### src/hw/rtl/assert_macros.svh
// Assertion macros used by the top level of the masked mean block.
// Needs nothing else; define SYNTH to drop the checks.
`ifndef ASSERT_MACROS_SVH
`define ASSERT_MACROS_SVH
`ifndef SYNTH
`define ASSERT_ALWAYS(lbl, clk, rstn, prop) \
	lbl: assert property (@(posedge clk) disable iff (!rstn) (prop)) \
		else $error("assertion failed");
`define ASSERT_IMPLY(lbl, clk, rstn, ante, cons) \
	lbl: assert property (@(posedge clk) disable iff (!rstn) (ante) |-> (cons)) \
		else $error("implication failed");
`else
`define ASSERT_ALWAYS(lbl, clk, rstn, prop)
`define ASSERT_IMPLY(lbl, clk, rstn, ante, cons)
`endif
`endif

### src/hw/rtl/mmd_pkg.sv
// Types, constants and width helpers of the masked mean and deviation block.
// Used by every module of the block; depends on nothing.
package mmd_pkg;
	localparam int DEF_MAX_FRAMES = 65536;
	localparam int VAL_W = 18;
	localparam int DEV_W = 17;
	localparam int NOUT_W = 17;
	localparam int QUO_W = 38;
	localparam int ROOT_W = QUO_W / 2;
	localparam logic signed [VAL_W-1:0] MARKER_RST = -18'sd51200;
	localparam logic [DEV_W-1:0] DEV_MAX = '1;

	typedef struct packed {
		logic signed [VAL_W-1:0] sample_value;
		logic last_sample;
	} in_t;

	typedef struct packed {
		logic signed [VAL_W-1:0] mean_value;
		logic mean_valid;
		logic [DEV_W-1:0] deviation_value;
		logic deviation_valid;
		logic [NOUT_W-1:0] counted_frames;
	} out_t;

	typedef enum logic [3:0] {
		S_ACCUM, S_DRAIN, S_MEAN, S_NS2, S_S1S1, S_DEN, S_VAR, S_SQRT, S_EMIT
	} state_t;

	typedef enum logic [2:0] {
		OP_DIV_MEAN, OP_MUL_NS2, OP_MUL_S1S1, OP_MUL_DEN, OP_DIV_VAR, OP_SQRT
	} op_t;

	typedef struct packed {
		logic start;
		op_t op;
		logic load_out;
	} arith_cmd_t;

	typedef struct packed {
		logic last_seen;
		logic pipe_empty;
		logic n_ge1;
		logic n_ge2;
	} acc_stat_t;

	function automatic int cnt_width(input int max_frames);
		return $clog2(max_frames + 1);
	endfunction
endpackage

### src/hw/rtl/masked_mean_and_deviation.sv
// Top level of the masked mean and deviation block.
// Depends on mmd_pkg, mmd_accum, mmd_arith, mmd_ctrl and assert_macros.svh.
//
// Input beats carry one Q10.8 dB frame value and a last-frame flag. They are
// taken one per cycle while a window is open. Values equal to the marker
// register are skipped, and values past MAX_FRAMES counted frames are dropped.
// The beat flagged last closes the window: the input then stalls while the sums
// drain and the window-end sequence runs on one shared shift-add multiplier,
// one restoring divider and one square root unit. An empty window skips the
// arithmetic, and a window with one counted frame computes only the mean.
// The result beat sits in an output register; the next window accumulates
// while it waits, and only the next window end waits on a stalled receiver.
// The marker register is written by cfg_write/cfg_data; the user must write
// it only while idle, as the block itself does not enforce this.
// Reset clears the sums, sets the marker to -200 dB and empties the output.
`include "assert_macros.svh"

module masked_mean_and_deviation #(
	parameter int MAX_FRAMES = mmd_pkg::DEF_MAX_FRAMES
) (
	input logic clk,
	input logic arst_n,
	input logic cfg_write,
	input logic signed [mmd_pkg::VAL_W-1:0] cfg_data,
	input logic in_valid,
	output logic in_stall,
	input mmd_pkg::in_t in_data,
	output logic out_valid,
	input logic out_stall,
	output mmd_pkg::out_t out_data
);
	import mmd_pkg::*;

	localparam int CW = cnt_width(MAX_FRAMES);
	localparam int SW = VAL_W + CW;
	localparam int QSW = 2 * (VAL_W - 1) + CW;

	acc_stat_t acc_stat;
	arith_cmd_t cmd;
	logic clr, done;
	logic [CW-1:0] count;
	logic signed [SW-1:0] sum;
	logic [QSW-1:0] sq;

	mmd_accum #(.MAX_FRAMES(MAX_FRAMES)) u_accum (
		.clk(clk),
		.arst_n(arst_n),
		.cfg_write(cfg_write),
		.cfg_data(cfg_data),
		.in_valid(in_valid),
		.in_stall(in_stall),
		.in_data(in_data),
		.clear(clr),
		.stat(acc_stat),
		.count(count),
		.sum(sum),
		.sq(sq)
	);

	mmd_arith #(.MAX_FRAMES(MAX_FRAMES)) u_arith (
		.clk(clk),
		.arst_n(arst_n),
		.cmd(cmd),
		.count(count),
		.sum(sum),
		.sq(sq),
		.done(done),
		.out_data(out_data)
	);

	mmd_ctrl u_ctrl (
		.clk(clk),
		.arst_n(arst_n),
		.stat(acc_stat),
		.done(done),
		.out_stall(out_stall),
		.in_stall(in_stall),
		.out_valid(out_valid),
		.clear(clr),
		.cmd(cmd)
	);

	`ASSERT_IMPLY(a_load_free, clk, arst_n, cmd.load_out, !out_valid || !out_stall)
	`ASSERT_IMPLY(a_start_stalled, clk, arst_n, cmd.start, in_stall)
	`ASSERT_IMPLY(a_clear_drained, clk, arst_n, clr, acc_stat.pipe_empty && in_stall)
	`ASSERT_ALWAYS(a_dev_needs_mean, clk, arst_n, !out_valid || !out_data.deviation_valid || out_data.mean_valid)
endmodule

### src/hw/rtl/mmd_accum.sv
// Input side of the block: marker register, square pipeline and window sums.
// Depends on mmd_pkg.
module mmd_accum #(
	parameter int MAX_FRAMES = mmd_pkg::DEF_MAX_FRAMES,
	localparam int CW = mmd_pkg::cnt_width(MAX_FRAMES),
	localparam int SW = mmd_pkg::VAL_W + CW,
	localparam int QSW = 2 * (mmd_pkg::VAL_W - 1) + CW
) (
	input logic clk,
	input logic arst_n,
	input logic cfg_write,
	input logic signed [mmd_pkg::VAL_W-1:0] cfg_data,
	input logic in_valid,
	input logic in_stall,
	input mmd_pkg::in_t in_data,
	input logic clear,
	output mmd_pkg::acc_stat_t stat,
	output logic [CW-1:0] count,
	output logic signed [SW-1:0] sum,
	output logic [QSW-1:0] sq
);
	import mmd_pkg::*;

	localparam int SQ1W = 2 * VAL_W - 1;
	localparam logic [CW-1:0] MAX_C = CW'(MAX_FRAMES);

	logic signed [VAL_W-1:0] marker_q;
	logic [CW-1:0] count_q;
	logic signed [SW-1:0] sum_q;
	logic [QSW-1:0] sq_q;
	logic add_s1, add_s2;
	logic signed [VAL_W-1:0] value_s1, value_s2;
	logic [SQ1W-1:0] square_s2;
	logic signed [2*VAL_W-1:0] prod;
	logic accept, keep;

	assign accept = in_valid && !in_stall;
	assign keep = accept && (in_data.sample_value != marker_q) && (count_q < MAX_C);
	assign prod = value_s1 * value_s1;

	always_ff @(posedge clk or negedge arst_n) begin
		if (!arst_n) begin
			marker_q <= MARKER_RST;
			count_q <= '0;
			sum_q <= '0;
			sq_q <= '0;
			add_s1 <= 1'b0;
			add_s2 <= 1'b0;
		end else begin
			if (cfg_write) begin
				marker_q <= cfg_data;
			end
			add_s1 <= keep;
			add_s2 <= add_s1;
			if (clear) begin
				count_q <= '0;
				sum_q <= '0;
				sq_q <= '0;
			end else begin
				if (keep) begin
					count_q <= count_q + CW'(1);
				end
				if (add_s2) begin
					sum_q <= sum_q + SW'(value_s2);
					sq_q <= sq_q + QSW'(square_s2);
				end
			end
		end
	end

	always_ff @(posedge clk) begin
		value_s1 <= in_data.sample_value;
		value_s2 <= value_s1;
		square_s2 <= prod[SQ1W-1:0];
	end

	always_comb begin
		stat.last_seen = accept && in_data.last_sample;
		stat.pipe_empty = !add_s1 && !add_s2;
		stat.n_ge1 = count_q != '0;
		stat.n_ge2 = count_q > CW'(1);
	end

	assign count = count_q;
	assign sum = sum_q;
	assign sq = sq_q;
endmodule

### src/hw/rtl/mmd_arith.sv
// Window-end arithmetic: shift-add multiplier, restoring divider, square root
// and the result register. Depends on mmd_pkg.
module mmd_arith #(
	parameter int MAX_FRAMES = mmd_pkg::DEF_MAX_FRAMES,
	localparam int CW = mmd_pkg::cnt_width(MAX_FRAMES),
	localparam int SW = mmd_pkg::VAL_W + CW,
	localparam int QSW = 2 * (mmd_pkg::VAL_W - 1) + CW
) (
	input logic clk,
	input logic arst_n,
	input mmd_pkg::arith_cmd_t cmd,
	input logic [CW-1:0] count,
	input logic signed [SW-1:0] sum,
	input logic [QSW-1:0] sq,
	output logic done,
	output mmd_pkg::out_t out_data
);
	import mmd_pkg::*;

	localparam int MW = SW - 1;
	localparam int PW = QSW + CW;
	localparam int AW = QSW;
	localparam int BW = MW;
	localparam int PMW = AW + BW;
	localparam int VW = 2 * CW;
	localparam int DDW = PW + 2;
	localparam int STEPS_MAX = (BW > QUO_W) ? BW : QUO_W;
	localparam int CNTW = $clog2(STEPS_MAX + 1);

	logic busy_q, done_q;
	op_t op_q;
	logic [CNTW-1:0] cnt_q;

	logic [AW-1:0] a_q;
	logic [PMW-1:0] p_q;
	logic [VW-1:0] rem_q, dvs_q;
	logic [QUO_W-1:0] dq_q, sx_q;
	logic [ROOT_W-1:0] root_q;
	logic [ROOT_W:0] srem_q;
	logic [PW-1:0] ns2_q, num_q;
	logic [VW-1:0] den_q;
	logic signed [VAL_W-1:0] mean_q;
	logic [DEV_W-1:0] dev_q;
	out_t out_q;

	logic neg, n_ge1, n_ge2;
	logic signed [SW-1:0] nsum;
	logic [MW-1:0] mag;
	logic [AW-1:0] a_start;
	logic [BW-1:0] b_start;
	logic [DDW-1:0] mean_dvd, var_dvd, dvd;
	logic [VW-1:0] dvs_start;
	logic [AW-1:0] addend;
	logic [AW:0] msum;
	logic [VW:0] t, tdiff;
	logic ge;
	logic [ROOT_W+2:0] cur, trial, sdiff;
	logic sge;
	logic [PW-1:0] s1s1;
	logic [VAL_W-1:0] q;
	logic [ROOT_W:0] rnd;
	logic [ROOT_W-1:0] rhalf;
	logic [DEV_W-1:0] dev_sat;
	logic [CNTW-1:0] steps;

	assign neg = sum[SW-1];
	assign nsum = -sum;
	assign mag = neg ? MW'(nsum) : MW'(sum);
	assign n_ge1 = count != '0;
	assign n_ge2 = count > CW'(1);

	assign mean_dvd = DDW'({mag, 1'b0}) + DDW'(count);
	assign var_dvd = {num_q, 2'b00};

	always_comb begin
		a_start = sq;
		b_start = BW'(count);
		dvd = mean_dvd;
		dvs_start = VW'({count, 1'b0});
		steps = CNTW'(QUO_W);
		unique case (cmd.op) inside
			OP_MUL_NS2: begin
				steps = CNTW'(BW);
			end
			OP_MUL_S1S1: begin
				a_start = AW'(mag);
				b_start = mag;
				steps = CNTW'(BW);
			end
			OP_MUL_DEN: begin
				a_start = AW'(count);
				b_start = BW'(count - CW'(1));
				steps = CNTW'(BW);
			end
			OP_DIV_VAR: begin
				dvd = var_dvd;
				dvs_start = den_q;
			end
			OP_SQRT: begin
				steps = CNTW'(ROOT_W);
			end
			default: begin
			end
		endcase
	end

	assign addend = p_q[0] ? a_q : '0;
	assign msum = {1'b0, p_q[PMW-1:BW]} + {1'b0, addend};

	assign t = {rem_q, dq_q[QUO_W-1]};
	assign ge = t >= {1'b0, dvs_q};
	assign tdiff = t - {1'b0, dvs_q};

	assign cur = {srem_q, sx_q[QUO_W-1 -: 2]};
	assign trial = {1'b0, root_q, 2'b01};
	assign sge = cur >= trial;
	assign sdiff = cur - trial;

	assign s1s1 = p_q[PW-1:0];
	assign q = dq_q[VAL_W-1:0];
	assign rnd = {1'b0, root_q} + (ROOT_W + 1)'(1);
	assign rhalf = rnd[ROOT_W:1];
	assign dev_sat = (rhalf > ROOT_W'(DEV_MAX)) ? DEV_MAX : rhalf[DEV_W-1:0];

	always_ff @(posedge clk or negedge arst_n) begin
		if (!arst_n) begin
			busy_q <= 1'b0;
			done_q <= 1'b0;
			op_q <= OP_DIV_MEAN;
			cnt_q <= '0;
		end else begin
			done_q <= 1'b0;
			if (cmd.start) begin
				busy_q <= 1'b1;
				op_q <= cmd.op;
				cnt_q <= steps;
			end else if (busy_q) begin
				cnt_q <= cnt_q - CNTW'(1);
				if (cnt_q == CNTW'(1)) begin
					busy_q <= 1'b0;
					done_q <= 1'b1;
				end
			end
		end
	end

	always_ff @(posedge clk) begin
		if (cmd.start) begin
			unique case (cmd.op) inside
				OP_MUL_NS2, OP_MUL_S1S1, OP_MUL_DEN: begin
					a_q <= a_start;
					p_q <= PMW'(b_start);
				end
				OP_DIV_MEAN, OP_DIV_VAR: begin
					rem_q <= VW'(dvd >> QUO_W);
					dq_q <= dvd[QUO_W-1:0];
					dvs_q <= dvs_start;
				end
				OP_SQRT: begin
					sx_q <= dq_q;
					root_q <= '0;
					srem_q <= '0;
				end
				default: begin
				end
			endcase
		end else if (busy_q) begin
			unique case (op_q) inside
				OP_MUL_NS2, OP_MUL_S1S1, OP_MUL_DEN: begin
					p_q <= {msum, p_q[BW-1:1]};
				end
				OP_DIV_MEAN, OP_DIV_VAR: begin
					rem_q <= ge ? tdiff[VW-1:0] : t[VW-1:0];
					dq_q <= {dq_q[QUO_W-2:0], ge};
				end
				OP_SQRT: begin
					srem_q <= sge ? sdiff[ROOT_W:0] : cur[ROOT_W:0];
					root_q <= {root_q[ROOT_W-2:0], sge};
					sx_q <= {sx_q[QUO_W-3:0], 2'b00};
				end
				default: begin
				end
			endcase
		end
		if (done_q) begin
			unique case (op_q)
				OP_MUL_NS2: ns2_q <= s1s1;
				OP_MUL_S1S1: num_q <= (ns2_q > s1s1) ? ns2_q - s1s1 : '0;
				OP_MUL_DEN: den_q <= p_q[VW-1:0];
				OP_DIV_MEAN: mean_q <= neg ? -q : q;
				OP_SQRT: dev_q <= dev_sat;
				default: begin
				end
			endcase
		end
		if (cmd.load_out) begin
			out_q.mean_value <= n_ge1 ? mean_q : '0;
			out_q.mean_valid <= n_ge1;
			out_q.deviation_value <= n_ge2 ? dev_q : '0;
			out_q.deviation_valid <= n_ge2;
			out_q.counted_frames <= NOUT_W'(count);
		end
	end

	assign done = done_q;
	assign out_data = out_q;
endmodule

### src/hw/rtl/mmd_ctrl.sv
// Sequencer of the block: accumulate, drain, run the arithmetic steps, emit.
// Depends on mmd_pkg.
module mmd_ctrl (
	input logic clk,
	input logic arst_n,
	input mmd_pkg::acc_stat_t stat,
	input logic done,
	input logic out_stall,
	output logic in_stall,
	output logic out_valid,
	output logic clear,
	output mmd_pkg::arith_cmd_t cmd
);
	import mmd_pkg::*;

	state_t state_q, state_d;
	logic fresh_q, out_valid_q, emit_ok, emit;

	assign emit_ok = !out_valid_q || !out_stall;
	assign emit = (state_q == S_EMIT) && emit_ok;

	always_comb begin
		state_d = state_q;
		unique case (state_q)
			S_ACCUM: if (stat.last_seen) state_d = S_DRAIN;
			S_DRAIN: begin
				if (stat.pipe_empty) begin
					state_d = stat.n_ge1 ? S_MEAN : S_EMIT;
				end
			end
			S_MEAN: if (done) state_d = stat.n_ge2 ? S_NS2 : S_EMIT;
			S_NS2: if (done) state_d = S_S1S1;
			S_S1S1: if (done) state_d = S_DEN;
			S_DEN: if (done) state_d = S_VAR;
			S_VAR: if (done) state_d = S_SQRT;
			S_SQRT: if (done) state_d = S_EMIT;
			S_EMIT: if (emit_ok) state_d = S_ACCUM;
			default: state_d = S_ACCUM;
		endcase
	end

	always_comb begin
		in_stall = state_q != S_ACCUM;
		cmd.start = 1'b0;
		cmd.op = OP_DIV_MEAN;
		cmd.load_out = emit;
		clear = emit;
		unique case (state_q)
			S_MEAN: begin
				cmd.start = fresh_q;
				cmd.op = OP_DIV_MEAN;
			end
			S_NS2: begin
				cmd.start = fresh_q;
				cmd.op = OP_MUL_NS2;
			end
			S_S1S1: begin
				cmd.start = fresh_q;
				cmd.op = OP_MUL_S1S1;
			end
			S_DEN: begin
				cmd.start = fresh_q;
				cmd.op = OP_MUL_DEN;
			end
			S_VAR: begin
				cmd.start = fresh_q;
				cmd.op = OP_DIV_VAR;
			end
			S_SQRT: begin
				cmd.start = fresh_q;
				cmd.op = OP_SQRT;
			end
			default: begin
			end
		endcase
	end

	always_ff @(posedge clk or negedge arst_n) begin
		if (!arst_n) begin
			state_q <= S_ACCUM;
			fresh_q <= 1'b0;
			out_valid_q <= 1'b0;
		end else begin
			state_q <= state_d;
			fresh_q <= state_d != state_q;
			if (emit) begin
				out_valid_q <= 1'b1;
			end else if (!out_stall) begin
				out_valid_q <= 1'b0;
			end
		end
	end

	assign out_valid = out_valid_q;
endmodule

### config.mk
export PLATFORM = sky130hd
export DESIGN_NAME = masked_mean_and_deviation
export DESIGN_NICKNAME = d
export VERILOG_FILES = /design/src/hw/rtl/mmd_pkg.sv /design/src/hw/rtl/masked_mean_and_deviation.sv /design/src/hw/rtl/mmd_accum.sv /design/src/hw/rtl/mmd_arith.sv /design/src/hw/rtl/mmd_ctrl.sv
export VERILOG_INCLUDE_DIRS = /design/src /design/src/hw/rtl
export SDC_FILE = /design/constraint.sdc
export NUM_CORES = 2
export LEC_CHECK = 0
export ABC_AREA = 1
export CAP_MARGIN = 20
export CORE_MARGIN = 10
export CORE_UTILIZATION = 35
export DETAILED_ROUTE_END_ITERATION = 12
export DONT_BUFFER_PORTS = 1
export PLACE_DENSITY = 0.57
export SYNTH_ARGS = -nofsm -noshare
export SYNTH_HDL_FRONTEND = slang
export SYNTH_SLANG_ARGS = --single-unit
### constraint.sdc
create_clock -name clk -period 8 [get_ports clk]
set_input_delay 0.8 -clock clk [delete_from_list [all_inputs] [get_ports clk]]
set_output_delay 0.8 -clock clk [all_outputs]
set_load 0.02 [all_outputs]
# Yosys cells after proc, flatten, opt, wreduce, memory -nomap -nowiden

Cells that the tools add are included.

Register bits: 789
Output and inout bits: 56
Word-level logic and storage cells: 180

Add/sub/neg operators: 13
Multiply operators: 1
Order comparisons: 6
Equality and inequality tests: 25
Muxes and demuxes: 63
Reductions and logical operators: 37

Operator list:

| operator                                     | count |
|---|---|
| two-way mux 85 bit                           | 4 |
| two-way mux 38 bit                           | 8 |
| two-way mux 34 bit                           | 6 |
| two-way mux 51 bit                           | 3 |
| one-hot mux 51 bit (2 select lines)          | 1 |
| two-way mux 20 bit                           | 5 |
| two-way mux 19 bit                           | 4 |
| two-way mux 35 bit                           | 2 |
| two-way mux 70 bit                           | 1 |
| greater-than comparator 68 bit               | 1 |
| one-hot mux 34 bit (2 select lines)          | 1 |
| subtractor 68 bit                            | 1 |
| adder 51 x 51 -> 52 bit                      | 1 |
| adder 51 x 35 -> 51 bit                      | 1 |
| two-way mux 4 bit                            | 11 |
| adder 35 x 17 -> 36 bit                      | 1 |
| two-way mux 18 bit                           | 2 |
| one-hot mux 4 bit (9 select lines)           | 1 |
| adder 35 x 18 -> 35 bit                      | 1 |
| greater-or-equal comparator 35 x 34 -> 1 bit | 1 |
| multiplier 18 x 18 -> 35 bit                 | 1 |
| two-way mux 17 bit                           | 2 |
| negator 34 bit                               | 1 |
| subtractor 34 bit                            | 1 |
| 38 further kinds                             | 84 |

# Logic depth before layout (Yosys ltp)

Depth after elaboration: 7
Gate-level depth with buffers: 26
Depth with buffers taken out: 24

# Hierarchy

From an unflattened synthesis, not the netlist that was laid out.

Cell total of the unflattened synthesis: 8119
Area, all modules: 62871.5 um^2

Modules (own cells, without submodules):

| module    | times used | cells each | area each (um^2) | seq. area each (um^2) |
|---|---|---|---|---|
| mmd_arith | 1          | 4803       | 38598.3          | 17631.9 |
| mmd_accum | 1          | 3237       | 23779.1          | 4465.5 |
| mmd_ctrl  | 1          | 79         | 494.2            | 150.1 |

# Worst setup path after synthesis

No wires, ideal clock.

Path type: register to register
Start point: reg u_ctrl.state_q[1]
End point: reg u_arith.root_q[0], enable pin
Library setup time: 618 ps
Data arrival time: 6654 ps
Setup slack: 727 ps
Stages on the path, launching flop included: 9
Clock period less this slack: 7273 ps
Cell sequence: dfrtp_1 -> nor2_1 -> inv_1 -> nand2_1 -> inv_1 -> buf_2 -> nor2_1 -> inv_1 -> o21ai_0

Word-level cells in the longest chain between the ends: 5

RTL lines:

| what                                                                    | RTL line         | source |
|---|---|---|
| start: declaration                                                      | mmd_ctrl.sv:16   | `state_t state_q, state_d;` |
| start signal: assignment                                                | mmd_ctrl.sv:84   | `state_q <= state_d;` |
| == test 4 x 3 -> 1 bit / == test 4 x 2 -> 1 bit (equally long branches) | mmd_ctrl.sv:48   | `unique case (state_q)` |
| one-hot mux 4 bit (6 select lines) *                                    | mmd_ctrl.sv:48   |  |
| == test 3 bit (no line)                                                 | --               |  |
| != test 2 x 1 -> 1 bit (no line)                                        | --               |  |
| AND reduction 3 bit (no line) *                                         | --               |  |
| end signal: assignment                                                  | mmd_arith.sv:178 | `root_q <= {root_q[ROOT_W-2:0], sge};` |
| end: declaration                                                        | mmd_arith.sv:38  | `logic [ROOT_W-1:0] root_q;` |

Every way passes the cells marked *; elsewhere a longest branch is shown, timed or not.
A chain may end at the register's enable or synchronous reset.

# Worst setup path after layout

Start point: reg u_accum.value_s1[17]
End point: reg u_accum.square_s2[34]

Word-level cells in the longest chain between the ends: 1

RTL lines:

| what                         | RTL line        | source |
|---|---|---|
| start: declaration           | mmd_accum.sv:32 | `logic signed [VAL_W-1:0] value_s1, value_s2;` |
| start signal: assignment     | mmd_accum.sv:72 | `value_s1 <= in_data.sample_value;` |
| multiplier 18 x 18 -> 35 bit | mmd_accum.sv:39 | `assign prod = value_s1 * value_s1;` |
| named net u_accum.prod[34]   | mmd_accum.sv:34 | `logic signed [2*VAL_W-1:0] prod;` |
| end signal: assignment       | mmd_accum.sv:74 | `square_s2 <= prod[SQ1W-1:0];` |
| end: declaration             | mmd_accum.sv:33 | `logic [SQ1W-1:0] square_s2;` |

The timed path passes the listed nets, and every way through them passes these cells.

==> impl_metrics.env <==
export IMPL_vias_in_the_first_global_route=49947
export IMPL_run_status="completed"
export IMPL_io_buffer_count=0
export IMPL_finClkSkew_ns=0.0736
export IMPL_drc_errors=0
export IMPL_tritoncts="built"
export IMPL_seq_area_frac_synth=0.369
export IMPL_crit_required_ns=8.59
export IMPL_finalSetupTns_ns=0
export IMPL_dominantRegCellSynth="sky130_fd_sc_hd__edfxtp_1"
export IMPL_finalSetupViolations=0
export IMPL_die_y_um=435
export IMPL_critical_path_max_fanout=25
export IMPL_globalRouteOverflowTotal=0
export IMPL_grt_pass1_wl_um=298000
export IMPL_io_pins=98
export IMPL_grt_setup_unrepaired="false"
export IMPL_drt_wirelength_per_cell_um=19.8
export IMPL_drive_above_1_share=0.0444
export IMPL_asyncSetResetFlopFracSynth=0.178
export IMPL_worst_path_most_repeated_cell="sky130_fd_sc_hd__fa_1"
export IMPL_number_of_clock_buffers_inserted_by_tritoncts=91
export IMPL_via_count=49656
export IMPL_gp_weighted_congestion=0.966
export IMPL_clock_tree_htree_level_count=3
export IMPL_grtUsageTotal=0.200
export IMPL_cts_repair_timing_setup_buffer_count=0
export IMPL_timing_final_crit_share=0.851
export IMPL_area_growth_syn_to_fin_pct=9.69
export IMPL_timing_setup_critical_path_class="flop to flop"
export IMPL_first_iter_violations=3956
export IMPL_firstDrtPassIters=6
export IMPL_core_um2=172000
export IMPL_max_slew_worst_pin_slew_ns=1.05
export IMPL_synth_yosys_warnings=0
export IMPL_maxCapViolCount=0
export IMPL_clk_root_buffer_cell="sky130_fd_sc_hd__clkbuf_16"
export IMPL_min_period_ns=6.81
export IMPL_initial_antenna_violation_count=7
export IMPL_drt_total_wl_um=194000
export IMPL_synth_enable_flop_cells=578
export IMPL_initial_utilization=0.352
export IMPL_die_w_um=435
export IMPL_fp_dieArea_um2=189000
export IMPL_cts_sink_count=787
export IMPL_worstSkewPairLatency_ns=0.75
export IMPL_clk_pin_slew_ns=0.06
export IMPL_relSlewSlack=0.302
export IMPL_crit_path_end_kind="flop"
export IMPL_cp_slowest_cell="sky130_fd_sc_hd__dfxtp_1"
export IMPL_worstSetupStartpointType="flop"
export IMPL_std_cell_rows=152
export IMPL_post_synth_inst_count=7421
export IMPL_cp_data_arrival_time_ns=7.40
export IMPL_hold_path_class="input port to asynchronous set/reset pin"
export IMPL_nNetsFinal=8107
export IMPL_critical_path_buf_inv_count=5
export IMPL_post_dp_hpwl_um=156000
export IMPL_synth_seq_cells=787
export IMPL_fillCellCount=17781
export IMPL_worstPathCellList="inv_1 -> or2_2 -> fa_1 -> inv_1 -> fa_1 -> fa_1 -> fa_1 -> fa_1 -> inv_1 -> fa_1 -> inv_1 -> ha_1 -> nand2_1 -> nor2_1 -> inv_1 -> nor4_1 -> nand2_1 -> o211ai_1 -> a21oi_1 -> xor2_1"
export IMPL_final_antenna_net_count=0
export IMPL_cts_max_path_buffers=3
export IMPL_yosysUniqueCellTypes=67
export IMPL_final_max_slew_viol_count=0
export IMPL_worst_path_largest_cell_delay_ns=0.91
export IMPL_synth_avg_cell_area_um2=8.13
export IMPL_detail_route_vias_per_cell=5.07
export IMPL_hold_violations=0
export IMPL_synth_cell_area_um2=60300
export IMPL_fmaxAchievable_mhz=147
export IMPL_critical_path_top_delay_family="adder cells"
export IMPL_maximum_number_of_pins_on_one_net_before_global_route_repair=141
export IMPL_syn_nets=8130
[cell type report]
class,count,area (um2),share of cell area
well taps,2310,2890,0.0437
inverters,1410,5300,0.0800
flip-flops and latches,787,22200,0.336
clock buffers,110,2380,0.0359
clock inverters,61,798,0.0121
multi-input cells,5059,32100,0.486
repair buffers,49,400,0.00605
diodes,2,5.00,0.0000756
[Yosys cell counts, types with 6 or more instances]
| library cell | count | area [um2] |
|---|---|---|
| sky130_fd_sc_hd__nand3_1 | 256 | 1280 |
| sky130_fd_sc_hd__or2_2 | 23 | 144 |
| sky130_fd_sc_hd__o21ai_1 | 38 | 190 |
| sky130_fd_sc_hd__nand4_1 | 77 | 482 |
| sky130_fd_sc_hd__nor3_1 | 82 | 410 |
| sky130_fd_sc_hd__nor4_1 | 33 | 206 |
| sky130_fd_sc_hd__a211oi_1 | 6 | 45.0 |
| sky130_fd_sc_hd__buf_1 | 25 | 93.8 |
| sky130_fd_sc_hd__dfxtp_1 | 69 | 1380 |
| sky130_fd_sc_hd__a22oi_1 | 18 | 135 |
| sky130_fd_sc_hd__dfrtp_1 | 135 | 3380 |
| sky130_fd_sc_hd__a31oi_1 | 63 | 394 |
| sky130_fd_sc_hd__o2111ai_1 | 6 | 52.6 |
| sky130_fd_sc_hd__nand3b_1 | 8 | 60.1 |
| sky130_fd_sc_hd__o21a_1 | 28 | 210 |
| sky130_fd_sc_hd__inv_2 | 12 | 45.0 |
| sky130_fd_sc_hd__o21bai_1 | 48 | 360 |
| sky130_fd_sc_hd__o22ai_1 | 50 | 313 |
| sky130_fd_sc_hd__nor2_1 | 714 | 2680 |
| sky130_fd_sc_hd__fa_1 | 296 | 5930 |
| sky130_fd_sc_hd__xnor2_1 | 81 | 709 |
| sky130_fd_sc_hd__o21ai_2 | 10 | 87.6 |
| sky130_fd_sc_hd__nand2_2 | 13 | 81.3 |
| sky130_fd_sc_hd__o211ai_1 | 32 | 240 |
| sky130_fd_sc_hd__clkbuf_1 | 96 | 360 |
| sky130_fd_sc_hd__inv_1 | 1393 | 5230 |
| sky130_fd_sc_hd__xor2_1 | 138 | 1210 |
| sky130_fd_sc_hd__o221ai_1 | 24 | 210 |
| sky130_fd_sc_hd__mux2_2 | 15 | 169 |
| sky130_fd_sc_hd__o21ai_0 | 517 | 2590 |
| sky130_fd_sc_hd__a21oi_1 | 513 | 2570 |
| sky130_fd_sc_hd__nand3_2 | 7 | 70.1 |
| sky130_fd_sc_hd__buf_6 | 6 | 67.6 |
| sky130_fd_sc_hd__ha_1 | 371 | 4640 |
| sky130_fd_sc_hd__nor2_2 | 14 | 87.6 |
| sky130_fd_sc_hd__nand2_1 | 1457 | 5470 |
| sky130_fd_sc_hd__edfxtp_1 | 578 | 17400 |
| sky130_fd_sc_hd__nor3_2 | 6 | 60.1 |
| sky130_fd_sc_hd__a21o_1 | 50 | 375 |
| sky130_fd_sc_hd__buf_2 | 33 | 165 |
| sky130_fd_sc_hd__a21boi_0 | 16 | 120 |
[metal layers]
metal	global-route usage	up-vias	share of wire
met2	0.338	1316	0.47
met3	0.0219	296	0.049
met4	0.0633	0	0.033
met1	0.267	23811	0.45
li1	-	24233	-
met5	0	-	0
[sequential cells by signal, indices dropped and copies added (netlist names), 18 cells and up]
register	cells
u_accum.value_s2	18
u_arith.den_q	34
u_accum.value_s1	18
u_arith.num_q	68
u_arith.sx_q	38
u_arith.out_data	54
u_arith.ns2_q	68
u_arith.p_q	85
u_accum.sum	35
u_arith.rem_q	34
u_arith.srem_q	20
u_arith.dvs_q	34
u_accum.marker_q	18
u_arith.a_q	51
u_arith.dq_q	38
u_accum.sq	51
u_arith.root_q	19
u_accum.square_s2	33
u_arith.mean_q	18
[placed cells by master (no fill, tap or decap), drive strengths merged, types with 63 or more instances in the layout]
cell type,count
clkbuf,110
nand4,79
ha,371
nand3,263
o21ai,565
nor2,733
dfrtp,135
xor2,138
a31oi,63
nor3,90
edfxtp,578
a21oi,514
inv,1408
fa,296
xnor2,81
dfxtp,69
nand2,1471
[what timing repair did]
action / 4_1_cts / 5_1_grt
hold buffers: 1 / 0
gates resized for setup: 0 / 0
hold endpoints to repair: 140 / 0
[cell families (layout without fill, tap and decap cells)]
group,count (synthesis),in the layout,synth area share
AND/OR/NAND/NOR,2713,2713,0.187
multiplexers,15,15,0.00280
AO/OA/AOI/OAI,1445,1445,0.135
other,0,2,0
XOR/XNOR,219,219,0.0318
buffers and inverters,1575,1630,0.0998
adder cells (fa/ha/maj),667,667,0.175
flip-flops,787,787,0.369
[worst reg2reg max path: cells and delay by family, from the launching register on]
family / cells / cell delay, ns
buffers and inverters: 5 / 0.75
xor gates and xnor gates: 1 / 0.16
AOI/OAI and AO/OA: 2 / 0.38
and+or+nand+nor: 5 / 1.03
DFF: 1 / 0.91
adders and majority gates: 7 / 3.48
[final timing paths]
| kind | startpoint | to | slack, ns | depth (start not counted) |
|---|---|---|---|---|
| worst max register to register | u_accum.value_s1[17] | u_accum.square_s2[34] | 1.19 | 20 |
| worst max-delay path | u_accum.value_s1[17] | u_accum.square_s2[34] | 1.19 | 20 |
| worst min-delay path | arst_n | u_accum.sum[0] | 0.1 | 1 |
| min in group clk | in_data[2] | u_accum.value_s1[1] | 0.10 | 0 |
| max in group asynchronous | arst_n | u_accum.sq[50] | 7.25 | 1 |
| worst min register to register | u_arith.p_q[19] | u_arith.ns2_q[19] | 0.41 | 0 |
[per-stage QoR]
| step | setup slack (ns) | hold slack, ns | util | std cells | cell area (um2) |
|---|---|---|---|---|---|
| floorplan | 0.727 | 0.329 | - | 7421 | 60300 |
| CTS | 1.14 | 0.0437 | 0.386 | 9785 | 66100 |
| finish | 1.19 | 0.0980 | 0.386 | 9788 | 66200 |
| detailed placement | 1.15 | 0.451 | 0.367 | 9613 | 62900 |
| global placement | 1.14 | 0.436 | 0.367 | 9613 | 62900 |
| global route | 0.713 | 0.0691 | 0.386 | 9787 | 66200 |
Power is left out: the tool's default activity adds up to more than one toggle a clock period on the data nets, which glitch-free logic cannot reach.
